## src/design/orlr_pkg.sv

```systemverilog
// Shared constants, request codes and a pointer helper for the overwriting history ring.
`timescale 1ns / 1ps
package orlr_pkg;
	localparam int RING_DEPTH = 64;
	localparam int PTR_W = (RING_DEPTH > 1) ? $clog2(RING_DEPTH) : 1;
	localparam int CNT_W = 7;
	localparam int WORD_W = 64;

	typedef enum logic [1:0] {
		REQ_PUSH = 2'd0,
		REQ_READ = 2'd1,
		REQ_CLEAR = 2'd2,
		REQ_STATUS = 2'd3
	} req_t;

	function automatic logic [PTR_W-1:0] next_ptr(input logic [PTR_W-1:0] p);
		if (p == PTR_W'(RING_DEPTH - 1)) begin
			return '0;
		end
		return p + PTR_W'(1);
	endfunction
endpackage

```

## src/design/overwrite_ring_latest_reader.sv

```systemverilog
// Top level: request decode, ring pointers, read sequencer and result stage.
// The first result is registered and appears in the cycle after the word that causes it is accepted.
// Push, clear, status and rejected or empty reads each give a single result and run back to back.
// A read returning n entries strobes once per entry on consecutive cycles; busy stays high until
// the last RAM read is issued, as the single read port of the entry RAM delivers one entry per cycle.
// Reset clears head, fill, push total and the sequencer; the receiver cannot stall.
`timescale 1ns / 1ps
module overwrite_ring_latest_reader (
	input  logic                                clk,
	input  logic                                arst_n,
	input  logic                                start,
	output logic                                busy,
	input  logic [1:0]                          req_type,
	input  logic [orlr_pkg::WORD_W-1:0]         entry_in,
	input  logic [orlr_pkg::CNT_W-1:0]          read_count,
	output logic                                strobe,
	output logic [orlr_pkg::WORD_W-1:0]         entry_out,
	output logic                                entry_valid,
	output logic                                last_of_run,
	output logic                                status,
	output logic [orlr_pkg::CNT_W-1:0]          returned_count,
	output logic [orlr_pkg::CNT_W-1:0]          fill_level,
	output logic [orlr_pkg::WORD_W-1:0]         total_pushed
);
	import orlr_pkg::*;

	typedef enum logic {ST_IDLE, ST_RUN} state_t;

	state_t             state_q;
	logic [PTR_W-1:0]   head_q;
	logic [CNT_W-1:0]   fill_q;
	logic [WORD_W-1:0]  total_q;
	logic [PTR_W-1:0]   addr_q;
	logic [CNT_W-1:0]   left_q;
	logic               strobe_s1;
	logic               ram_s1;
	logic               last_s1;
	logic               status_s1;
	logic [CNT_W-1:0]   ret_s1;

	logic               accept;
	req_t               req;
	logic               bad_count;
	logic [CNT_W-1:0]   n_sel;
	logic [CNT_W:0]     start_sum;
	logic [PTR_W-1:0]   start_ptr;
	logic               rd_en;
	logic [PTR_W-1:0]   rd_addr;
	logic               wr_en;
	logic [WORD_W-1:0]  rd_data;

	assign busy = (state_q == ST_RUN);
	assign accept = start && !busy;
	assign req = req_t'(req_type);
	assign bad_count = (read_count == '0) || (read_count > CNT_W'(RING_DEPTH));
	assign n_sel = (read_count < fill_q) ? read_count : fill_q;

	always_comb begin
		start_sum = (CNT_W+1)'(head_q) + (CNT_W+1)'(RING_DEPTH) - {1'b0, n_sel};
		if (start_sum >= (CNT_W+1)'(RING_DEPTH)) begin
			start_sum = start_sum - (CNT_W+1)'(RING_DEPTH);
		end
		start_ptr = start_sum[PTR_W-1:0];
	end

	assign wr_en = accept && (req == REQ_PUSH);
	assign rd_en = busy || (accept && (req == REQ_READ) && !bad_count && (n_sel != '0));
	assign rd_addr = busy ? addr_q : start_ptr;

	orlr_ram #(
		.WIDTH(WORD_W),
		.DEPTH(RING_DEPTH),
		.ADDR_W(PTR_W)
	) u_ram (
		.clk(clk),
		.wr_en(wr_en),
		.wr_addr(head_q),
		.wr_data(entry_in),
		.rd_en(rd_en),
		.rd_addr(rd_addr),
		.rd_data(rd_data)
	);

	always_ff @(posedge clk or negedge arst_n) begin
		if (!arst_n) begin
			state_q <= ST_IDLE;
			head_q <= '0;
			fill_q <= '0;
			total_q <= '0;
			addr_q <= '0;
			left_q <= '0;
			strobe_s1 <= 1'b0;
			ram_s1 <= 1'b0;
			last_s1 <= 1'b0;
			status_s1 <= 1'b0;
			ret_s1 <= '0;
		end else begin
			strobe_s1 <= 1'b0;
			if (accept) begin
				strobe_s1 <= 1'b1;
				ram_s1 <= 1'b0;
				last_s1 <= 1'b1;
				status_s1 <= 1'b0;
				ret_s1 <= '0;
				case (req)
					REQ_PUSH: begin
						head_q <= next_ptr(head_q);
						if (fill_q < CNT_W'(RING_DEPTH)) begin
							fill_q <= fill_q + CNT_W'(1);
						end
						total_q <= total_q + WORD_W'(1);
					end
					REQ_CLEAR: begin
						head_q <= '0;
						fill_q <= '0;
					end
					REQ_READ: begin
						if (bad_count) begin
							status_s1 <= 1'b1;
						end else if (n_sel != '0) begin
							ram_s1 <= 1'b1;
							ret_s1 <= n_sel;
							last_s1 <= (n_sel == CNT_W'(1));
							if (n_sel != CNT_W'(1)) begin
								state_q <= ST_RUN;
								addr_q <= next_ptr(start_ptr);
								left_q <= n_sel - CNT_W'(1);
							end
						end
					end
					REQ_STATUS: begin
					end
					default: begin
					end
				endcase
			end else if (busy) begin
				strobe_s1 <= 1'b1;
				ram_s1 <= 1'b1;
				last_s1 <= (left_q == CNT_W'(1));
				addr_q <= next_ptr(addr_q);
				left_q <= left_q - CNT_W'(1);
				if (left_q == CNT_W'(1)) begin
					state_q <= ST_IDLE;
				end
			end
		end
	end

	assign strobe = strobe_s1;
	assign entry_out = ram_s1 ? rd_data : '0;
	assign entry_valid = ram_s1;
	assign last_of_run = last_s1;
	assign status = status_s1;
	assign returned_count = ret_s1;
	assign fill_level = fill_q;
	assign total_pushed = total_q;

`ifndef NO_ASSERTIONS
	a_fill_bound: assert property (@(posedge clk) disable iff (!arst_n)
		fill_q <= CNT_W'(RING_DEPTH))
		else $error("fill count above ring depth");
	a_run_left: assert property (@(posedge clk) disable iff (!arst_n)
		busy |-> (left_q != '0) && (left_q < fill_q))
		else $error("read sequencer count out of range");
	a_entry_from_read: assert property (@(posedge clk) disable iff (!arst_n)
		(strobe && entry_valid) |-> $past(rd_en))
		else $error("entry result without a RAM read");
	a_busy_holds_ring: assert property (@(posedge clk) disable iff (!arst_n)
		busy |=> $stable(head_q) && $stable(fill_q))
		else $error("ring state changed during a read run");
`endif
endmodule

```

## src/design/orlr_ram.sv

```systemverilog
// Simple dual-port synchronous RAM with a registered read port.
`timescale 1ns / 1ps
module orlr_ram #(
	parameter int WIDTH = 64,
	parameter int DEPTH = 64,
	parameter int ADDR_W = (DEPTH > 1) ? $clog2(DEPTH) : 1
) (
	input  logic              clk,
	input  logic              wr_en,
	input  logic [ADDR_W-1:0] wr_addr,
	input  logic [WIDTH-1:0]  wr_data,
	input  logic              rd_en,
	input  logic [ADDR_W-1:0] rd_addr,
	output logic [WIDTH-1:0]  rd_data
);
	logic [WIDTH-1:0] mem [DEPTH];

	always_ff @(posedge clk) begin
		if (wr_en) begin
			mem[wr_addr] <= wr_data;
		end
	end

	always_ff @(posedge clk) begin
		if (rd_en) begin
			rd_data <= mem[rd_addr];
		end
	end
endmodule

```

## config.mk

```make
export PLATFORM = sky130hd
export DESIGN_NAME = overwrite_ring_latest_reader
export DESIGN_NICKNAME = d
export VERILOG_FILES = /design/src/design/orlr_pkg.sv /design/src/design/overwrite_ring_latest_reader.sv /design/src/design/orlr_ram.sv
export SDC_FILE = /design/constraint.sdc
export NUM_CORES = 2
export LEC_CHECK = 0
export BUFFER_PORTS_ARGS = -buffer_cell sky130_fd_sc_hd__buf_2
export CAP_MARGIN = 15
export CORE_MARGIN = 4
export CORE_UTILIZATION = 30
export DETAILED_ROUTE_END_ITERATION = 8
export PLACE_DENSITY = 0.52
export SLEW_MARGIN = 20
export SYNTH_ARGS = -nofsm -noshare
export SYNTH_HDL_FRONTEND = slang
export SYNTH_SLANG_ARGS = --single-unit
export TNS_END_PERCENT = 100
```

## constraint.sdc

```tcl
create_clock -name clk -period 6.3 [get_ports clk]
set_input_delay 1.26 -clock clk [delete_from_list [all_inputs] [get_ports clk]]
set_output_delay 1.26 -clock clk [all_outputs]
set_load 0.005 [all_outputs]
```

### Word-level counts from Yosys, hierarchy flattened

Memory sizes are Yosys's and may differ from the RTL's. A register that Yosys moved wholly into a read port is not among the register bits.
Index checks and enable logic that the tools add are counted.

* latch bits: 0
* output and inout bits: 147
* memories: 1
* bits in writable memories: 4096
* bits in read-only memories: 0
* flip-flop bits (word level): 102
* logic and storage cells: 121
* input bits: 76

* bitwise operators: 0
* shifts and indexed selects: 0
* $add $sub $neg: 10
* div/mod/pow operators: 0
* reductions and logical operators: 19
* equal/unequal tests: 13
* multiplexer cells: 63
* order comparisons: 4
* multiply operators: 0

Memories
* u_ram.mem: words 64, bits a word 64, read ports 1, clocked after Yosys merged registers in 1, wr ports 1, line orlr_ram.sv:16 `logic [WIDTH-1:0] mem [DEPTH];`

Operator list (number)
* 6-bit 2-to-1 mux: 14
* 7-bit 2-to-1 mux: 11
* 64-bit by 1-bit adder with 64-bit output (second input constant): 1
* 64-bit 2-to-1 mux: 1
* 1-bit 2-to-1 mux: 35
* 6-bit by 1-bit adder with 6-bit output (second input constant): 3
* 6-bit == test (second input constant): 3
* 7-bit by 1-bit == test with 1-bit output (second input constant): 2
* 7-bit case mux with 2 select lines: 1
* 7-bit by 1-bit subtractor with 7-bit output (second input constant): 2
* 6-bit case mux with 2 select lines: 1
* 6-bit by 7-bit adder with 8-bit output (second input constant): 1
* 8-bit by 7-bit >= comparator with 1-bit output (second input constant): 1
* 2-bit by 1-bit inequality test with 1-bit output (second input constant): 4
* 8-bit by 7-bit subtractor with 8-bit output: 1
* 7-bit by 1-bit adder with 7-bit output (second input constant): 1
* 7-bit greater-than comparator (second input constant): 1
* 7-bit zero test: 1
* 7-bit < comparator: 1
* 7-bit < comparator (second input constant): 1
* 7-bit by 1-bit inequality test with 1-bit output (second input constant): 1
* 7-bit nonzero test: 1
* 6-bit by 1-bit subtractor with 6-bit output (second input constant): 1
* 1-bit logical AND: 5
* 11 further kinds: 15

### Logic depth before layout (Yosys ltp)

* depth in word-level cells: 18
* depth in mapped cells: 21
* gate-level depth less buffers: 18

### Modules after synthesis

From an unflattened synthesis, not the netlist that was laid out.

* cell total of the unflattened synthesis: 7227
* area total of the unflattened synthesis: 163018.8 um^2

Modules (own cells, without submodules)
* orlr_ram: seq. area each 124919.8 um^2, cells each 6598, area an instance 156989.3 um^2, times used 1
* overwrite_ring_latest_reader: seq. area each 2552.4 um^2, cells each 629, area an instance 6029.5 um^2, times used 1

### Least setup slack after synthesis

No wires, ideal clock.

* kind: input port to flip-flop
* start: input port start
* end: memory u_ram.mem[63][0] (enable)
* arrival time: 5223 ps
* buffers on the path: 2
* setup time: 487 ps
* setup slack: 590 ps
* stages: 6
* cells stage by stage: buf_2 > or3b_1 > nor2_4 > buf_1 > nand2_1 > nor2_1

* longest elaborated chain between the ends: 4

RTL lines
* start, declared: line overwrite_ring_latest_reader.sv:11 `input logic start,`
* 1-bit logical AND: line overwrite_ring_latest_reader.sv:53 `assign accept = start && !busy;`
* 1-bit logical AND: line overwrite_ring_latest_reader.sv:66 `assign wr_en = accept && (req == REQ_PUSH);`
* 1-bit 2-to-1 mux: line orlr_ram.sv:19 `if (wr_en) begin`
* 1-bit 2-to-1 mux (implied by the code): line orlr_ram.sv:20 `mem[wr_addr] <= wr_data;`
* end, declared: line orlr_ram.sv:16

No other way between the ends.

### Worst setup path after layout

* start: register fill_q[6] (netlist: fill_level[6])
* end: register u_ram.rd_data[2] (read register of u_ram.mem) (data pin)

* longest elaborated chain between the ends: 6

RTL lines
* start, declared: line overwrite_ring_latest_reader.sv:31 `logic [CNT_W-1:0] fill_q;`
* start signal, assigned: line overwrite_ring_latest_reader.sv:109 `fill_q <= fill_q + CNT_W'(1);`
* 7-bit < comparator: line overwrite_ring_latest_reader.sv:56 `assign n_sel = (read_count < fill_q) ? read_count : fill_q;`
* 7-bit 2-to-1 mux *: line overwrite_ring_latest_reader.sv:56
* 8-bit by 7-bit subtractor with 8-bit output: line overwrite_ring_latest_reader.sv:59 `start_sum = (CNT_W+1)'(head_q) + (CNT_W+1)'(RING_DEPTH) - {1'b0, n_sel};`
* 8-bit by 7-bit >= comparator with 1-bit output / 6-bit by 1-bit subtractor with 6-bit output (equally long branches): line overwrite_ring_latest_reader.sv:60, overwrite_ring_latest_reader.sv:61
* 6-bit 2-to-1 mux: line overwrite_ring_latest_reader.sv:60 `if (start_sum >= (CNT_W+1)'(RING_DEPTH)) begin`
* 6-bit 2-to-1 mux: line overwrite_ring_latest_reader.sv:68 `assign rd_addr = busy ? addr_q : start_ptr;`
* end, declared: line orlr_ram.sv:14 `output logic [WIDTH-1:0] rd_data`

Every way passes the cells marked *; elsewhere a longest branch is shown, timed or not.
A chain may end at the register's enable or synchronous reset.

==> results.ini <==
[worst_setup_path]
reg2reg_to = u_ram.rd_data[2]
r2r-start = fill_level[6]
reg2reg_slack_ns = 0.49
startpoint = fill_level[6]
reg2regPathDepth = 18
cp-start-kind = flip-flop
critPathRequiredTime_ns = 6.89
crit_type = reg -> reg
cp-end-kind = flip-flop
cp_max_fo = 41
cp.arrival_ns = 6.40

[timing]
fin_setup_tns_ns = 0
finClkSkew_ns = 0.128
finalHoldViolCount = 0
relSlewSlack_pct = 23.8
max_freq_ghz = 0.172
min_period_over_period_pct = 92.2
fin_hold_ws_ns = 0.323
worst_slew_pin_slew_ns = 1.14
fin_crit_ns = 5.81
maxSlewViolCount = 0
rsz0062_at_grt = false
setup-violations-final = 0

[detailed_routing]
drt-pass1-iter-count = 8
antenna_left = 0
viasPerCell = 5.22
drcViolationCount = 0
drt_iter0_drc = 10300
vias = 81700
finalWirelength_um = 490000
wire_per_inst_um = 31.3

[grt]
grt_usage_pct = 17.0
overflow = 0
grt_pass1_vias = 83000
grt_pass1_wl_um = 676000
grt_antenna_before_repair = 60
grt_max_degree = 74

[worst_hold_path]
hold_path.class = in -> async

[run]
drv_cap = 0

[synth]
synth_edf_count = 4160
ys_ff_latch = 4262
synth_top_cells_by_area = edfxtp_1, mux4_2, mux2i_1
synth_cell_types = 73
dominantRegCellSynth = edfxtp_1
synth_largest_area_cell = edfxtp_1
async_reset_ff_share_pct = 2.39
yosysWarnings = 0
synth_fp_nets = 7440
syn_inst = 7343
seq_area_frac_synth_pct = 77.3
synth.top_cell.area_share_pct = 75.8
syn-mean-instance-area_um2 = 22.5
synth_area_um2 = 165000

[power]
vdd_drop_max_v = 0.000377
power.leakage_uw = 0.0619
power_density_nw_per_um2 = 485
power_uw = 93900

[floorplanning]
core_area_um2 = 548000
dieWidth_um = 749
row_count = 272
die_area_um2 = 561000
die_y_um = 749
start_util_pct = 30.1
io_pins = 223

[clocking]
cts_sinks = 4262
cts_buffers = 444
cts_hold_buf = 0
post_cts_buffers = 0
clock_latency_ns = 1.03
cts_root_buf = clkbuf_16
cts.htree.levels = 5
path_clk_slew_ns = 0.06
cts_tree = yes
cts_resized = 0
clk_path_buf_depth = 4

[place]
dp.cells = 14800
place.gp.congestion = 0.799
dp_hpwl_um = 268000
io_buffers = 222

[final_layout]
layout.cells.non_filler = 15700
drive_above_1_share_pct = 28.5
layout.cells.most_common = edfxtp_1
fillers = 50100
synthToLayoutAreaGrowth_pct = 17.4
nets = 8121
final_cell_mix = edfxtp_1, mux4_2, mux2i_1

[outcome]
outcome = finished clean

-- synthesized netlist by cell type (11+ instances only) --
| master | number |
|---|---|
| nor2_1 | 100 |
| clkbuf_1 | 178 |
| mux2i_1 | 518 |
| edfxtp_1 | 4160 |
| nand3_1 | 46 |
| buf_1 | 22 |
| a22o_1 | 131 |
| o21ai_0 | 28 |
| inv_1 | 21 |
| xor2_1 | 15 |
| ha_1 | 20 |
| nand2_1 | 198 |
| o221ai_1 | 55 |
| xnor2_1 | 61 |
| nor3_1 | 12 |
| buf_2 | 178 |
| a22oi_2 | 27 |
| nand4_1 | 15 |
| a22oi_1 | 38 |
| a21oi_1 | 156 |
| dfrtp_1 | 102 |
| buf_4 | 11 |
| and2_1 | 66 |
| and3_1 | 25 |
| mux4_2 | 1024 |
-- through the flow --
step           setup slack [ns]  cell area (um2)  util [%]
6_report                  0.493           194000      35.3
5_1_grt                   0.287           193000      35.3
4_1_cts                   0.473           193000      35.3
3_5_place_dp             -0.343           179000      32.7
3_3_place_gp             -0.532           179000      32.7
2_1_floorplan             0.590           165000         -
-- metal layers --
metal  global-route usage [%]  vias up  routed length [um]  part of all wire, %
met3                     2.34      795               32400                  6.6
met4                     4.54       16               13400                  2.7
li1                         -    32500                   -                    -
met1                     23.9    45000              210000                   43
met5                        0        -                  95                0.019
met2                     27.7     3382              234000                   48
-- worst max path at each step --
stage | endpoint | slack [ns]
floorplan | u_ram.mem[63][0] | 0.59
global placement | u_ram.rd_data[2] | -0.53
detailed placement | u_ram.rd_data[2] | -0.34
CTS | u_ram.rd_data[2] | 0.47
global route | u_ram.rd_data[2] | 0.29
finish | u_ram.rd_data[2] | 0.49
-- area by class of cell --
type                    count  area, um2  area share, %
clock inverters           243       2190           1.13
repair buffers            636       6840           3.53
multi-input cells        2658      36000           18.6
well taps                7261       9080           4.70
inverters                  22       82.6         0.0427
flip-flops and latches   4262     127000           65.9
clock buffers             562      11800           6.08
diodes                     12       30.0         0.0155
-- state kept, by name, summed over array words and instances, names as in the netlist, 6 cells and up --
signal	count
u_ram.rd_data	64
total_pushed	64
returned_count	7
left_q	7
head_q	6
addr_q	6
u_ram.mem	4096
fill_level	7
-- cell families after synthesis --
kind of cell	Yosys count	synth area share, %
AND/OR/NAND/NOR	507	1.46
buffers and inverters	423	1.17
AO/OA/AOI/OAI	508	2.33
multiplexers	1546	17.2
flip-flops	4262	77.3
adder cells (fa/ha/maj)	21	0.164
XOR/XNOR	76	0.404
-- power breakdown --
| part | leakage [uW] | total [uW] | internal, uW | switching [uW] |
|---|---|---|---|---|
| sequential | 0.0388 | 32500 | 31900 | 687 |
| combinational | 0.0163 | 36100 | 17300 | 18800 |
| clock | 0.00679 | 25300 | 14400 | 11000 |
-- critical path, stage by stage (launching register included) --
cell and delay [ns]:
dfrtp_1 0.45, inv_1 0.15, ha_1 0.39, a21oi_2 0.23, o21ai_1 0.15, a21oi_2 0.18
buf_4 0.19, mux2i_1 0.42, ha_1 0.34, a21o_1 0.21, a31oi_2 0.25, nor3_1 0.12
o31ai_4 0.48, buf_12 0.18, buf_12 0.22, buf_12 0.35, mux2i_1 0.21, a22oi_1 0.34
o221ai_1 0.47
Power figures use the tool's default switching activity.
